`config.mk`:
```
export PLATFORM = sky130hd
export DESIGN_NAME = schedule_mask_next_time
export DESIGN_NICKNAME = d
export VERILOG_FILES = /design/src/hw/rtl/smnt_pkg.sv /design/src/hw/rtl/smnt_ctrl.sv /design/src/hw/rtl/smnt_dp.sv /design/src/hw/rtl/schedule_mask_next_time.sv
export SDC_FILE = /design/constraint.sdc
export NUM_CORES = 2
export LEC_CHECK = 0
export BUFFER_PORTS_ARGS = -buffer_cell sky130_fd_sc_hd__clkbuf_2
export CAP_MARGIN = 20
export CORE_MARGIN = 3
export CORE_UTILIZATION = 55
export CTS_CLUSTER_DIAMETER = 50
export DETAILED_ROUTE_END_ITERATION = 12
export PLACE_DENSITY = 0.82
export SYNTH_ARGS = -nofsm -noshare
export SYNTH_HDL_FRONTEND = slang
export SYNTH_SLANG_ARGS = --single-unit
```
`constraint.sdc`:
```
create_clock -name clk -period 11 [get_ports clk]
set_clock_uncertainty 0.1 [all_clocks]
set_input_delay 1.65 -clock clk [delete_from_list [all_inputs] [get_ports clk]]
set_output_delay 1.65 -clock clk [all_outputs]
set_load 0.02 [all_outputs]
```
`src/hw/rtl/smnt_pkg.sv`:
```
// smnt_pkg: shared types, constants and calendar helpers for the schedule mask search.
// Used by smnt_ctrl, smnt_dp and schedule_mask_next_time. No dependencies.
package smnt_pkg;

    localparam int TIME_W  = 34;
    localparam int START_W = 35;
    localparam int DAY_W   = 18;
    localparam int TOD_W   = 17;
    localparam int CFG_W   = 60;

    localparam int SEARCH_LIMIT_YEARS = 5;
    localparam logic [START_W-1:0] LIMIT_SECS = START_W'(SEARCH_LIMIT_YEARS * 31556952);
    localparam logic [START_W-1:0] TIME_MAX   = START_W'(35'h3FFFFFFFF);
    localparam logic [TOD_W-1:0]   SECS_PER_DAY = 17'd86400;

    localparam logic [8:0] EPOCH_Y400 = 9'd370;
    localparam logic [2:0] EPOCH_WD   = 3'd4;

    localparam logic [2:0] REG_SECOND = 3'd0;
    localparam logic [2:0] REG_MINUTE = 3'd1;
    localparam logic [2:0] REG_HOUR   = 3'd2;
    localparam logic [2:0] REG_MONTH  = 3'd3;
    localparam logic [2:0] REG_DOM    = 3'd4;
    localparam logic [2:0] REG_WDAY   = 3'd5;
    localparam logic [2:0] REG_LWDAY  = 3'd6;
    localparam logic [2:0] REG_NTH    = 3'd7;

    localparam logic OP_NEXT = 1'b0;
    localparam logic OP_PREV = 1'b1;

    typedef struct packed {
        logic load;
        logic div_step;
        logic tod_calc;
        logic year_step;
        logic month_step;
        logic day_set;
        logic scan;
    } ctrl_cmd_t;

    typedef struct packed {
        logic div_done;
        logic year_more;
        logic month_more;
        logic scan_end;
    } dp_stat_t;

    function automatic logic is_leap(input logic [8:0] y400);
        return (y400[1:0] == 2'd0) && (y400 != 9'd100) && (y400 != 9'd200)
            && (y400 != 9'd300);
    endfunction

    function automatic logic [4:0] month_len(input logic [3:0] mon, input logic leap);
        logic [4:0] r;
        case (mon)
            4'd2:                      r = leap ? 5'd29 : 5'd28;
            4'd4, 4'd6, 4'd9, 4'd11:   r = 5'd30;
            default:                   r = 5'd31;
        endcase
        return r;
    endfunction

    function automatic logic [2:0] wd_add(input logic [2:0] w, input logic [2:0] a);
        logic [3:0] s;
        s = {1'b0, w} + {1'b0, a};
        return (s >= 4'd7) ? 3'(s - 4'd7) : s[2:0];
    endfunction

    // lowest set bit at or above k: {hit, index}
    function automatic logic [6:0] first_ge(input logic [63:0] mask, input logic [5:0] k);
        logic [6:0] r;
        r = '0;
        for (int i = 63; i >= 0; i--) begin
            if (mask[i] && (6'(i) >= k)) begin
                r = {1'b1, 6'(i)};
            end
        end
        return r;
    endfunction

    // highest set bit at or below k: {hit, index}
    function automatic logic [6:0] last_le(input logic [63:0] mask, input logic [5:0] k);
        logic [6:0] r;
        r = '0;
        for (int i = 0; i < 64; i++) begin
            if (mask[i] && (6'(i) <= k)) begin
                r = {1'b1, 6'(i)};
            end
        end
        return r;
    endfunction

endpackage

```
`src/hw/rtl/smnt_ctrl.sv`:
```
// smnt_ctrl: sequencer for the schedule mask search.
// Drives smnt_dp through ctrl_cmd_t and reads dp_stat_t; depends on smnt_pkg.
module smnt_ctrl (
    input  logic                  clk,
    input  logic                  rst_n,
    input  logic                  in_valid,
    output logic                  in_ready,
    output logic                  out_valid,
    input  logic                  out_ready,
    input  smnt_pkg::dp_stat_t    stat,
    output smnt_pkg::ctrl_cmd_t   cmd
);
    import smnt_pkg::*;

    localparam logic [2:0] S_IDLE  = 3'd0;
    localparam logic [2:0] S_DIV   = 3'd1;
    localparam logic [2:0] S_TODS  = 3'd2;
    localparam logic [2:0] S_YEAR  = 3'd3;
    localparam logic [2:0] S_MONTH = 3'd4;
    localparam logic [2:0] S_SCAN  = 3'd5;
    localparam logic [2:0] S_FIN   = 3'd6;

    logic [2:0] state_reg;
    logic [2:0] state_next;

    always_comb
    begin
        state_next = state_reg;
        cmd        = '0;
        unique case (state_reg)
            S_IDLE:
            begin
                if (in_valid)
                begin
                    cmd.load   = 1'b1;
                    state_next = S_DIV;
                end
            end
            S_DIV:
            begin
                cmd.div_step = 1'b1;
                if (stat.div_done)
                begin
                    state_next = S_TODS;
                end
            end
            S_TODS:
            begin
                cmd.tod_calc = 1'b1;
                state_next   = S_YEAR;
            end
            S_YEAR:
            begin
                if (stat.year_more)
                begin
                    cmd.year_step = 1'b1;
                end
                else
                begin
                    state_next = S_MONTH;
                end
            end
            S_MONTH:
            begin
                if (stat.month_more)
                begin
                    cmd.month_step = 1'b1;
                end
                else
                begin
                    cmd.day_set = 1'b1;
                    state_next  = S_SCAN;
                end
            end
            S_SCAN:
            begin
                cmd.scan = 1'b1;
                if (stat.scan_end)
                begin
                    state_next = S_FIN;
                end
            end
            S_FIN:
            begin
                if (out_ready)
                begin
                    state_next = S_IDLE;
                end
            end
            default:
            begin
                state_next = S_IDLE;
            end
        endcase
    end

    always_ff @(posedge clk or negedge rst_n)
    begin
        if (!rst_n)
        begin
            state_reg <= S_IDLE;
        end
        else
        begin
            state_reg <= state_next;
        end
    end

    assign in_ready  = (state_reg == S_IDLE);
    assign out_valid = (state_reg == S_FIN);

endmodule

```
`src/hw/rtl/smnt_dp.sv`:
```
// smnt_dp: mask registers, epoch-second split, calendar walk and day scan.
// Commanded by smnt_ctrl; depends on smnt_pkg.
module smnt_dp (
    input  logic                          clk,
    input  logic                          rst_n,
    input  logic                          cfg_write,
    input  logic [2:0]                    cfg_index,
    input  logic [smnt_pkg::CFG_W-1:0]    cfg_data,
    input  logic                          op,
    input  logic [smnt_pkg::TIME_W-1:0]   from_time,
    input  smnt_pkg::ctrl_cmd_t           cmd,
    output smnt_pkg::dp_stat_t            stat,
    output logic                          found,
    output logic [smnt_pkg::TIME_W-1:0]   match_time
);
    import smnt_pkg::*;

    // reciprocals: 2^37/675, 2^21/225, 2^14/15, each rounded up
    localparam logic [27:0] DAY_RECIP  = 28'd203613265;
    localparam logic [13:0] HOUR_RECIP = 14'd9321;
    localparam logic [10:0] MIN_RECIP  = 11'd1093;
    localparam logic [5:0]  DIV_LAST   = 6'd5;

    logic [59:0] sec_mask_reg;
    logic [59:0] min_mask_reg;
    logic [23:0] hour_mask_reg;
    logic [12:0] month_mask_reg;
    logic [31:0] dom_mask_reg;
    logic [6:0]  wday_mask_reg;
    logic [6:0]  lwday_mask_reg;
    logic [34:0] nth_mask_reg;

    logic              op_reg;
    logic [TIME_W-1:0] from_reg;
    logic [TIME_W-1:0] n_reg;
    logic [5:0]        cnt_reg;
    logic [TOD_W-1:0]  tod_reg;
    logic [11:0]       hrem_reg;
    logic [5:0]        sec_reg;
    logic [5:0]        min_reg;
    logic [4:0]        hr_reg;
    logic              hit_first_reg;
    logic [TOD_W-1:0]  tod_first_reg;
    logic              hit_any_reg;
    logic [TOD_W-1:0]  tod_any_reg;
    logic [START_W-1:0] start_reg;
    logic [DAY_W-1:0]  days_reg;
    logic [8:0]        y400_reg;
    logic [3:0]        mon_reg;
    logic [4:0]        day_reg;
    logic [2:0]        wd_reg;
    logic              first_reg;
    logic              found_reg;
    logic [TIME_W-1:0] time_reg;

    // split from_time into day, hour, minute, second
    logic [54:0]      day_prod;
    logic [TOD_W-1:0] tod_next;
    logic [26:0]      hour_prod;
    logic [11:0]      hrem_next;
    logic [20:0]      min_prod;
    logic [5:0]       sec_next;

    assign day_prod  = 55'(from_reg[TIME_W-1:7]) * 55'(DAY_RECIP);
    assign tod_next  = from_reg[TOD_W-1:0] - n_reg[TOD_W-1:0] * SECS_PER_DAY;
    assign hour_prod = 27'(tod_reg[TOD_W-1:4]) * 27'(HOUR_RECIP);
    assign hrem_next = tod_reg[11:0] - 12'(hr_reg) * 12'd3600;
    assign min_prod  = 21'(hrem_reg[11:2]) * 21'(MIN_RECIP);
    assign sec_next  = hrem_reg[5:0] - min_reg * 6'd60;

    // time-of-day candidates
    logic [63:0] sm, mm, hm;
    logic [6:0]  s_lo, m_lo, h_lo, s_hi, m_hi, h_hi;
    logic [6:0]  n1, n2, n3, p1, p2, p3;
    logic        h_ok, m_ok;
    logic        fh_hit, ah_hit;
    logic [5:0]  fh, fm, fs, ah, am, as_;
    logic [TOD_W-1:0] ftod, atod;

    assign sm = {4'd0, sec_mask_reg};
    assign mm = {4'd0, min_mask_reg};
    assign hm = {40'd0, hour_mask_reg};

    always_comb
    begin
        s_lo = first_ge(sm, 6'd0);
        m_lo = first_ge(mm, 6'd0);
        h_lo = first_ge(hm, 6'd0);
        s_hi = last_le(sm, 6'd59);
        m_hi = last_le(mm, 6'd59);
        h_hi = last_le(hm, 6'd23);
        n1 = first_ge(sm, sec_reg + 6'd1);
        n2 = first_ge(mm, min_reg + 6'd1);
        n3 = first_ge(hm, {1'b0, hr_reg} + 6'd1);
        p1 = (sec_reg != 6'd0) ? last_le(sm, sec_reg - 6'd1) : 7'd0;
        p2 = (min_reg != 6'd0) ? last_le(mm, min_reg - 6'd1) : 7'd0;
        p3 = (hr_reg != 5'd0) ? last_le(hm, {1'b0, hr_reg} - 6'd1) : 7'd0;
        h_ok = hour_mask_reg[hr_reg];
        m_ok = min_mask_reg[min_reg];
        fh = {1'b0, hr_reg};
        fm = min_reg;
        fs = 6'd0;
        fh_hit = 1'b0;
        if (op_reg == OP_NEXT)
        begin
            ah_hit = h_lo[6] && m_lo[6] && s_lo[6];
            ah = h_lo[5:0];
            am = m_lo[5:0];
            as_ = s_lo[5:0];
            if (h_ok && m_ok && n1[6])
            begin
                fh_hit = 1'b1;
                fs = n1[5:0];
            end
            else if (h_ok && n2[6] && s_lo[6])
            begin
                fh_hit = 1'b1;
                fm = n2[5:0];
                fs = s_lo[5:0];
            end
            else if (n3[6] && m_lo[6] && s_lo[6])
            begin
                fh_hit = 1'b1;
                fh = n3[5:0];
                fm = m_lo[5:0];
                fs = s_lo[5:0];
            end
        end
        else
        begin
            ah_hit = h_hi[6] && m_hi[6] && s_hi[6];
            ah = h_hi[5:0];
            am = m_hi[5:0];
            as_ = s_hi[5:0];
            if (h_ok && m_ok && p1[6])
            begin
                fh_hit = 1'b1;
                fs = p1[5:0];
            end
            else if (h_ok && p2[6] && s_hi[6])
            begin
                fh_hit = 1'b1;
                fm = p2[5:0];
                fs = s_hi[5:0];
            end
            else if (p3[6] && m_hi[6] && s_hi[6])
            begin
                fh_hit = 1'b1;
                fh = p3[5:0];
                fm = m_hi[5:0];
                fs = s_hi[5:0];
            end
        end
        ftod = TOD_W'(fh) * 17'd3600 + TOD_W'(fm) * 17'd60 + TOD_W'(fs);
        atod = TOD_W'(ah) * 17'd3600 + TOD_W'(am) * 17'd60 + TOD_W'(as_);
    end

    // calendar
    logic       leap_y;
    logic [8:0] ylen;
    logic [4:0] mlen;
    logic [8:0] y400_inc, y400_dec;
    logic [3:0] prev_mon;
    logic [8:0] prev_y400;
    logic [4:0] prev_mlen;
    logic [2:0] day_wd_off;

    assign leap_y    = is_leap(y400_reg);
    assign ylen      = leap_y ? 9'd366 : 9'd365;
    assign mlen      = month_len(mon_reg, leap_y);
    assign y400_inc  = (y400_reg == 9'd399) ? 9'd0 : y400_reg + 9'd1;
    assign y400_dec  = (y400_reg == 9'd0) ? 9'd399 : y400_reg - 9'd1;
    assign prev_mon  = (mon_reg == 4'd1) ? 4'd12 : mon_reg - 4'd1;
    assign prev_y400 = (mon_reg == 4'd1) ? y400_dec : y400_reg;
    assign prev_mlen = month_len(prev_mon, is_leap(prev_y400));

    // weekday offset of the day from the first of its month
    always_comb
    begin
        if (days_reg[4:0] >= 5'd28)
        begin
            day_wd_off = 3'(days_reg[4:0] - 5'd28);
        end
        else if (days_reg[4:0] >= 5'd21)
        begin
            day_wd_off = 3'(days_reg[4:0] - 5'd21);
        end
        else if (days_reg[4:0] >= 5'd14)
        begin
            day_wd_off = 3'(days_reg[4:0] - 5'd14);
        end
        else if (days_reg[4:0] >= 5'd7)
        begin
            day_wd_off = 3'(days_reg[4:0] - 5'd7);
        end
        else
        begin
            day_wd_off = days_reg[2:0];
        end
    end

    // day rule
    logic [2:0] nth_n;
    logic [5:0] nth_idx;
    logic       day_ok;

    always_comb
    begin
        if (day_reg <= 5'd7)
        begin
            nth_n = 3'd0;
        end
        else if (day_reg <= 5'd14)
        begin
            nth_n = 3'd1;
        end
        else if (day_reg <= 5'd21)
        begin
            nth_n = 3'd2;
        end
        else if (day_reg <= 5'd28)
        begin
            nth_n = 3'd3;
        end
        else
        begin
            nth_n = 3'd4;
        end
        nth_idx = 6'(wd_reg) + 6'(nth_n) * 6'd7;
        day_ok  = month_mask_reg[mon_reg]
               && (dom_mask_reg[day_reg] || (dom_mask_reg[0] && (day_reg == mlen)))
               && (wday_mask_reg[wd_reg]
                   || (lwday_mask_reg[wd_reg] && (6'(day_reg) + 6'd7 > 6'(mlen)))
                   || nth_mask_reg[nth_idx]);
    end

    // scan decision
    logic               range_stop;
    logic               tod_hit;
    logic [TOD_W-1:0]   tod_sel;
    logic [START_W:0]   sum;
    logic               scan_hit;
    logic               floor_stop;
    logic [START_W-1:0] from_ext;

    assign from_ext = START_W'(from_reg);
    assign tod_hit  = first_reg ? hit_first_reg : hit_any_reg;
    assign tod_sel  = first_reg ? tod_first_reg : tod_any_reg;
    assign sum      = {1'b0, start_reg} + (START_W + 1)'(tod_sel);

    always_comb
    begin
        range_stop = 1'b0;
        if (op_reg == OP_NEXT)
        begin
            range_stop = (start_reg > TIME_MAX)
                      || (!first_reg && (start_reg - from_ext > LIMIT_SECS));
        end
        else
        begin
            range_stop = !first_reg && (from_ext - start_reg > LIMIT_SECS);
        end
    end

    assign scan_hit   = !range_stop && day_ok && tod_hit;
    assign floor_stop = (op_reg == OP_PREV) && (start_reg == '0);

    assign stat.div_done   = (cnt_reg == DIV_LAST);
    assign stat.year_more  = (days_reg >= DAY_W'(ylen));
    assign stat.month_more = (days_reg >= DAY_W'(mlen));
    assign stat.scan_end   = range_stop || scan_hit || floor_stop;

    always_ff @(posedge clk or negedge rst_n)
    begin
        if (!rst_n)
        begin
            sec_mask_reg   <= '0;
            min_mask_reg   <= '0;
            hour_mask_reg  <= '0;
            month_mask_reg <= '0;
            dom_mask_reg   <= '0;
            wday_mask_reg  <= '0;
            lwday_mask_reg <= '0;
            nth_mask_reg   <= '0;
        end
        else if (cfg_write)
        begin
            unique case (cfg_index)
                REG_SECOND: sec_mask_reg   <= cfg_data;
                REG_MINUTE: min_mask_reg   <= cfg_data;
                REG_HOUR:   hour_mask_reg  <= cfg_data[23:0];
                REG_MONTH:  month_mask_reg <= {cfg_data[12:1], 1'b0};
                REG_DOM:    dom_mask_reg   <= cfg_data[31:0];
                REG_WDAY:   wday_mask_reg  <= cfg_data[6:0];
                REG_LWDAY:  lwday_mask_reg <= cfg_data[6:0];
                REG_NTH:    nth_mask_reg   <= cfg_data[34:0];
                default:    sec_mask_reg   <= sec_mask_reg;
            endcase
        end
    end

    always_ff @(posedge clk)
    begin
        if (cmd.load)
        begin
            op_reg    <= op;
            from_reg  <= from_time;
            cnt_reg   <= '0;
            first_reg <= 1'b1;
        end
        if (cmd.div_step)
        begin
            cnt_reg <= cnt_reg + 6'd1;
            case (cnt_reg)
                6'd0:    n_reg    <= TIME_W'(day_prod[54:37]);
                6'd1:    tod_reg  <= tod_next;
                6'd2:    hr_reg   <= hour_prod[25:21];
                6'd3:    hrem_reg <= hrem_next;
                6'd4:    min_reg  <= min_prod[19:14];
                default: sec_reg  <= sec_next;
            endcase
        end
        if (cmd.tod_calc)
        begin
            hit_first_reg <= fh_hit;
            tod_first_reg <= ftod;
            hit_any_reg   <= ah_hit;
            tod_any_reg   <= atod;
            start_reg     <= from_ext - START_W'(tod_reg);
            days_reg      <= n_reg[DAY_W-1:0];
            y400_reg      <= EPOCH_Y400;
            mon_reg       <= 4'd1;
            day_reg       <= 5'd1;
            wd_reg        <= EPOCH_WD;
        end
        if (cmd.year_step)
        begin
            days_reg <= days_reg - DAY_W'(ylen);
            y400_reg <= y400_inc;
            wd_reg   <= wd_add(wd_reg, leap_y ? 3'd2 : 3'd1);
        end
        if (cmd.month_step)
        begin
            days_reg <= days_reg - DAY_W'(mlen);
            mon_reg  <= mon_reg + 4'd1;
            wd_reg   <= wd_add(wd_reg, 3'(mlen - 5'd28));
        end
        if (cmd.day_set)
        begin
            day_reg <= days_reg[4:0] + 5'd1;
            wd_reg  <= wd_add(wd_reg, day_wd_off);
        end
        if (cmd.scan)
        begin
            if (stat.scan_end)
            begin
                found_reg <= scan_hit && (sum <= {1'b0, TIME_MAX});
                time_reg  <= (scan_hit && (sum <= {1'b0, TIME_MAX}))
                             ? sum[TIME_W-1:0] : '0;
            end
            else if (op_reg == OP_NEXT)
            begin
                first_reg <= 1'b0;
                start_reg <= start_reg + START_W'(SECS_PER_DAY);
                wd_reg    <= wd_add(wd_reg, 3'd1);
                if (day_reg == mlen)
                begin
                    day_reg <= 5'd1;
                    if (mon_reg == 4'd12)
                    begin
                        mon_reg  <= 4'd1;
                        y400_reg <= y400_inc;
                    end
                    else
                    begin
                        mon_reg <= mon_reg + 4'd1;
                    end
                end
                else
                begin
                    day_reg <= day_reg + 5'd1;
                end
            end
            else
            begin
                first_reg <= 1'b0;
                start_reg <= start_reg - START_W'(SECS_PER_DAY);
                wd_reg    <= (wd_reg == 3'd0) ? 3'd6 : wd_reg - 3'd1;
                if (day_reg == 5'd1)
                begin
                    mon_reg  <= prev_mon;
                    y400_reg <= prev_y400;
                    day_reg  <= prev_mlen;
                end
                else
                begin
                    day_reg <= day_reg - 5'd1;
                end
            end
        end
    end

    assign found      = found_reg;
    assign match_time = time_reg;

endmodule

```
`src/hw/rtl/schedule_mask_next_time.sv`:
```
// schedule_mask_next_time: top level of the calendar mask search.
// Instantiates smnt_ctrl and smnt_dp; depends on smnt_pkg.
//
// Write the eight mask registers through cfg_write / cfg_index / cfg_data
// while the block is idle. All masks clear to zero at reset, so nothing
// matches until they are written.
// Input channel (in_valid/in_ready) carries op (0 next, 1 previous) and
// from_time in epoch seconds. One item is worked on at a time; in_ready
// is high only while the block is idle.
// Output channel (out_valid/out_ready) carries found and match_time. The
// result holds until out_ready is seen; a stalled receiver holds the block.
// The sequencer walks the calendar: it accepts the item, splits from_time
// into day and h:m:s, works out the time-of-day candidates, steps through
// the years since 1970 one at a time and then the months, and scans one day
// at a time (up to about 1828 days for the five year window) before the
// result is offered. The next item is taken the cycle after the result is
// accepted.
// Reset (rst_n low, asynchronous) returns the sequencer to idle and drops
// any item in flight.
module schedule_mask_next_time (
    input  logic                          clk,
    input  logic                          rst_n,
    input  logic                          cfg_write,
    input  logic [2:0]                    cfg_index,
    input  logic [smnt_pkg::CFG_W-1:0]    cfg_data,
    input  logic                          in_valid,
    output logic                          in_ready,
    input  logic                          op,
    input  logic [smnt_pkg::TIME_W-1:0]   from_time,
    output logic                          out_valid,
    input  logic                          out_ready,
    output logic                          found,
    output logic [smnt_pkg::TIME_W-1:0]   match_time
);
    import smnt_pkg::*;

    ctrl_cmd_t cmd;
    dp_stat_t  stat;

    smnt_ctrl u_ctrl (
        .clk       (clk),
        .rst_n     (rst_n),
        .in_valid  (in_valid),
        .in_ready  (in_ready),
        .out_valid (out_valid),
        .out_ready (out_ready),
        .stat      (stat),
        .cmd       (cmd)
    );

    smnt_dp u_dp (
        .clk        (clk),
        .rst_n      (rst_n),
        .cfg_write  (cfg_write),
        .cfg_index  (cfg_index),
        .cfg_data   (cfg_data),
        .op         (op),
        .from_time  (from_time),
        .cmd        (cmd),
        .stat       (stat),
        .found      (found),
        .match_time (match_time)
    );

    a_one_side: assert property (@(posedge clk) disable iff (!rst_n)
        !(in_ready && out_valid))
        else $error("input and output sides active together");

    a_busy_after_accept: assert property (@(posedge clk) disable iff (!rst_n)
        (in_valid && in_ready) |=> !in_ready)
        else $error("accepted a second item while busy");

    a_no_match_zero: assert property (@(posedge clk) disable iff (!rst_n)
        (out_valid && !found) |-> (match_time == '0))
        else $error("match_time not zero without a match");

endmodule

```
==> Flow_metrics.wiki <==
{| class="wikitable"
! Metric !! Value
|-
| Outcome || completed
|-
| Avg Vias per Cell || 6.73
|-
| Max cap viols || 0
|-
| Share of total power in the clock network || 0.319
|-
| Area growth, synth to finish || 7.94%
|-
| Share of post-route cells with drive strength above 1 || 0.103
|-
| Die X-Extent || 339 um
|-
| Cell family contributing the most delay on the critical path || adder cells
|-
| Final core occ || 0.601
|-
| Clock slew seen by the registers of the worst setup and hold paths || 0.06 ns
|-
| Hold Crit Class || reg2reg
|-
| VDD IR-drop max || 0.206 mV
|-
| Worst-case headroom to the max-slew limit || 0.195
|-
| Hold buffers post-CTS || 0
|-
| Remaining design rule violation count || 0
|-
| Mean Syn Cell Area || between 8 and 9 um2
|-
| Vias || 58100
|-
| Number of flops mapped to enable cells by yosys || 202
|-
| IO Count || 140
|-
| Worst reg-to-reg path cell count || 31
|-
| Cells after Synth || about 7100
|-
| Post-cts sizing count || 0
|-
| CP startpoint kind || flop
|-
| Skew-Pair Late Insertion Delay || 0.67 ns
|-
| Final critical-path required period || 10.13 ns
|-
| Drt total wl || between 200 and 250 mm
|-
| Number of search-and-repair iterations in the first detailed-routing pass || 9
|-
| Floorplan core area || 109000 um2
|-
| Clock buffers created by TritonCTS || 79
|-
| Top cell by count, worst path || a21oi_1
|-
| Gr usage total || 0.389
|-
| Cell type of the slowest stage on the worst timing path || ha_1
|-
| Yosys reg bits || between 400 and 500
|-
| Placer Congestion || between 1 and 1.5
|-
| Number of warning messages in the yosys log || 0
|-
| # Post-CTS Setup Buffers || 0
|-
| Initial cell density of the core || 0.557
|-
| Final-layout fill cell count || 9469
|-
| Post-synth top flop || dfrtp_1
|-
| Pin count of the biggest net entering global routing || 86
|-
| Crit-path max FO || 25
|-
| Footprint of the multi-input gates || 44000 um2
|-
| Sequential power share || 0.330
|-
| H-tree depth || 3
|-
| Hold violation count in the final report || 0
|-
| WP data arrival || 10.45 ns
|-
| Netlist area before placement || between 60000 and 70000 um2
|-
| Number of distinct library cells after synthesis || 111
|-
| CTS root buffer || clkbuf_16
|-
| Hold depth || 0
|-
| Net total in the final layout || 8247
|-
| Number of sinks handled by clock tree synthesis || 491
|-
| HPWL after detailed placement || between 150 and 200 mm
|-
| RSZ-0062 raised after global routing || false
|-
| Number of max-slew violations in the final report || 0
|-
| Crit path depth || 31
|-
| CP Capture Type || flop
|-
| Sw power || 0.00311 W
|-
| Post-synthesis sequential area ratio || 0.214
|-
| Internal Pwr Total || between 0.004 and 0.005 W
|-
| Endpoint required time on the critical path || 11.32 ns
|-
| Most frequent cells in the layout || 776 x ha_1, 709 x inv_1, 545 x a21oi_1
|-
| Net count after synthesis || 8253
|-
| Sequential cell area in the final layout || 13100 um2
|-
| Minimum hold slack || 0.348 ns
|-
| Number of antenna violations at the first check in global routing || 14
|-
| Via count of the first global-routing pass || 57000
|-
| Type of the setup path with the least slack || reg2reg
|-
| Critical path's largest stage delay || 0.88 ns
|-
| Share of total power in combinational logic || 0.351
|-
| Die area || 115000 um2
|-
| Power after layout || 0.00805 W
|-
| Fmax || 98.7 MHz
|-
| Measured slew at the worst slew-check pin || 1.19 ns
|-
| # rows || 121
|-
| PortBufs || 139
|-
| Maximum clock insertion buffer count || 3
|-
| Leak Pwr || between 20 and 30 nW
|-
| Overall overflow remaining after global route || 0
|-
| Total Neg Setup Slack || 0 ns
|-
| FFs w/ async S/R, synth || 0.489
|-
| Wire length of the first global-routing pass || 346 mm
|-
| Final critical-path share of the clock period || 0.921
|-
| Floorplan die height || roughly 340 um
|-
| Initial detailed-routing violation count || roughly 6700
|-
| Critical path buffers and inverters || 3
|-
| Switching Fraction || 0.386
|-
| Commonest non-fill, non-tap cell in the layout || ha_1
|-
| Finish-stage setup viols || 0
|-
| Post-route ant nets || 0
|-
| Power density cells || 122 nW/um2
|-
| Detailed-route wire length per cell || 26.7 um
|-
| Clock tree from TritonCTS || yes
|}
[layer usage]
metal  part of all wire  vias up  global-route usage  wire length [um]
met5            0.00034        -                   0                79
met4              0.094       12               0.297             21600
met3               0.10      978              0.0809             23400
met2               0.44     3636               0.610            101000
met1               0.36    27900               0.469             83800
li1                   -    25600                   -                 -
[stage by stage]
step                      cell area (um2)  instances  setup WS (ns)
after floorplan                     61000       7090           2.45
after global placement              63000       8470          0.835
after detailed placement            63000       8472          0.755
after CTS                           65700       8616          0.731
after global routing                65800       8623          0.222
final                               65800       8632          0.869
[power groups by stage]
| stage | clock network [W] | logic [W] | registers [W] |
|---|---|---|---|
| finish | 0.00257 | 0.00283 | 0.00265 |
| global route | 0.00268 | 0.00309 | 0.00265 |
| CTS | 0.00259 | 0.00277 | 0.00262 |
| detailed placement | 0 | 0.00272 | 0.00265 |
| global placement | 0 | 0.00269 | 0.00265 |
| floorplan | 0 | 0.00214 | 0.00233 |
[worst reg2reg max path, delay by kind of cell (launching register included)]
kind	cells	cell delay, ns
flip-flops	1	0.80
AO/OA/AOI/OAI	13	3.08
AND/OR/NAND/NOR	7	1.63
adder cells (fa/ha/maj)	6	3.21
buffers and inverters	3	0.57
multiplexers	1	0.40
XOR/XNOR	1	0.07
[cells in the mapped netlist, types with 46 or more instances]
master / count / share of area
nor2_1: 497 / 0.031
nor3_1: 162 / 0.013
nand3_1: 146 / 0.012
xor2_1: 80 / 0.011
mux4_2: 49 / 0.018
o21ai_0: 542 / 0.044
nand4_1: 46 / 0.0047
xnor2_1: 202 / 0.029
dfxtp_1: 49 / 0.016
o21bai_1: 62 / 0.0076
ha_1: 776 / 0.16
and2_1: 58 / 0.0059
nor4_1: 64 / 0.0066
dfrtp_1: 240 / 0.098
a31oi_1: 75 / 0.0077
fa_1: 284 / 0.093
o21a_1: 73 / 0.0090
nand2b_1: 72 / 0.0074
a211oi_1: 61 / 0.0075
o211ai_1: 69 / 0.0085
o31ai_1: 71 / 0.0087
nor2b_1: 57 / 0.0058
nand2_1: 482 / 0.030
mux2_2: 204 / 0.038
inv_1: 711 / 0.044
edfxtp_1: 202 / 0.099
o22ai_1: 56 / 0.0057
a21oi_1: 546 / 0.045
a21o_1: 109 / 0.013
clkbuf_1: 268 / 0.016
[path summary, 6_finish.rpt]
path                                 start                endpoint  slack [ns]
max                        u_dp.sec_reg[0]  u_dp.tod_first_reg[16]        0.87
min                        u_dp.tod_reg[3]        u_dp.hrem_reg[3]        0.35
max reg2reg                u_dp.sec_reg[0]  u_dp.tod_first_reg[16]        0.87
min reg2reg                u_dp.tod_reg[3]        u_dp.hrem_reg[3]        0.35
max in group asynchronous            rst_n    u_dp.sec_mask_reg[8]        8.47
min in group asynchronous            rst_n   u_dp.min_mask_reg[58]        0.88
[cell type report]
cell class / instances / share of cell area
inverters: 719 / 0.0410
clock buffers: 94 / 0.0321
clock inverters: 50 / 0.00895
repair buffers: 243 / 0.0230
well taps: 1476 / 0.0281
multi-input cells: 5550 / 0.668
diodes: 9 / 0.000342
flip-flops and latches: 491 / 0.198
[kinds of logic after synthesis]
group | synth area share
compound gates | 0.223
xor+xnor | 0.0405
fa+ha+maj | 0.252
buf+inv | 0.0657
flops | 0.214
mux | 0.0602
simple gates | 0.144
Power figures use the tool's default switching activity.
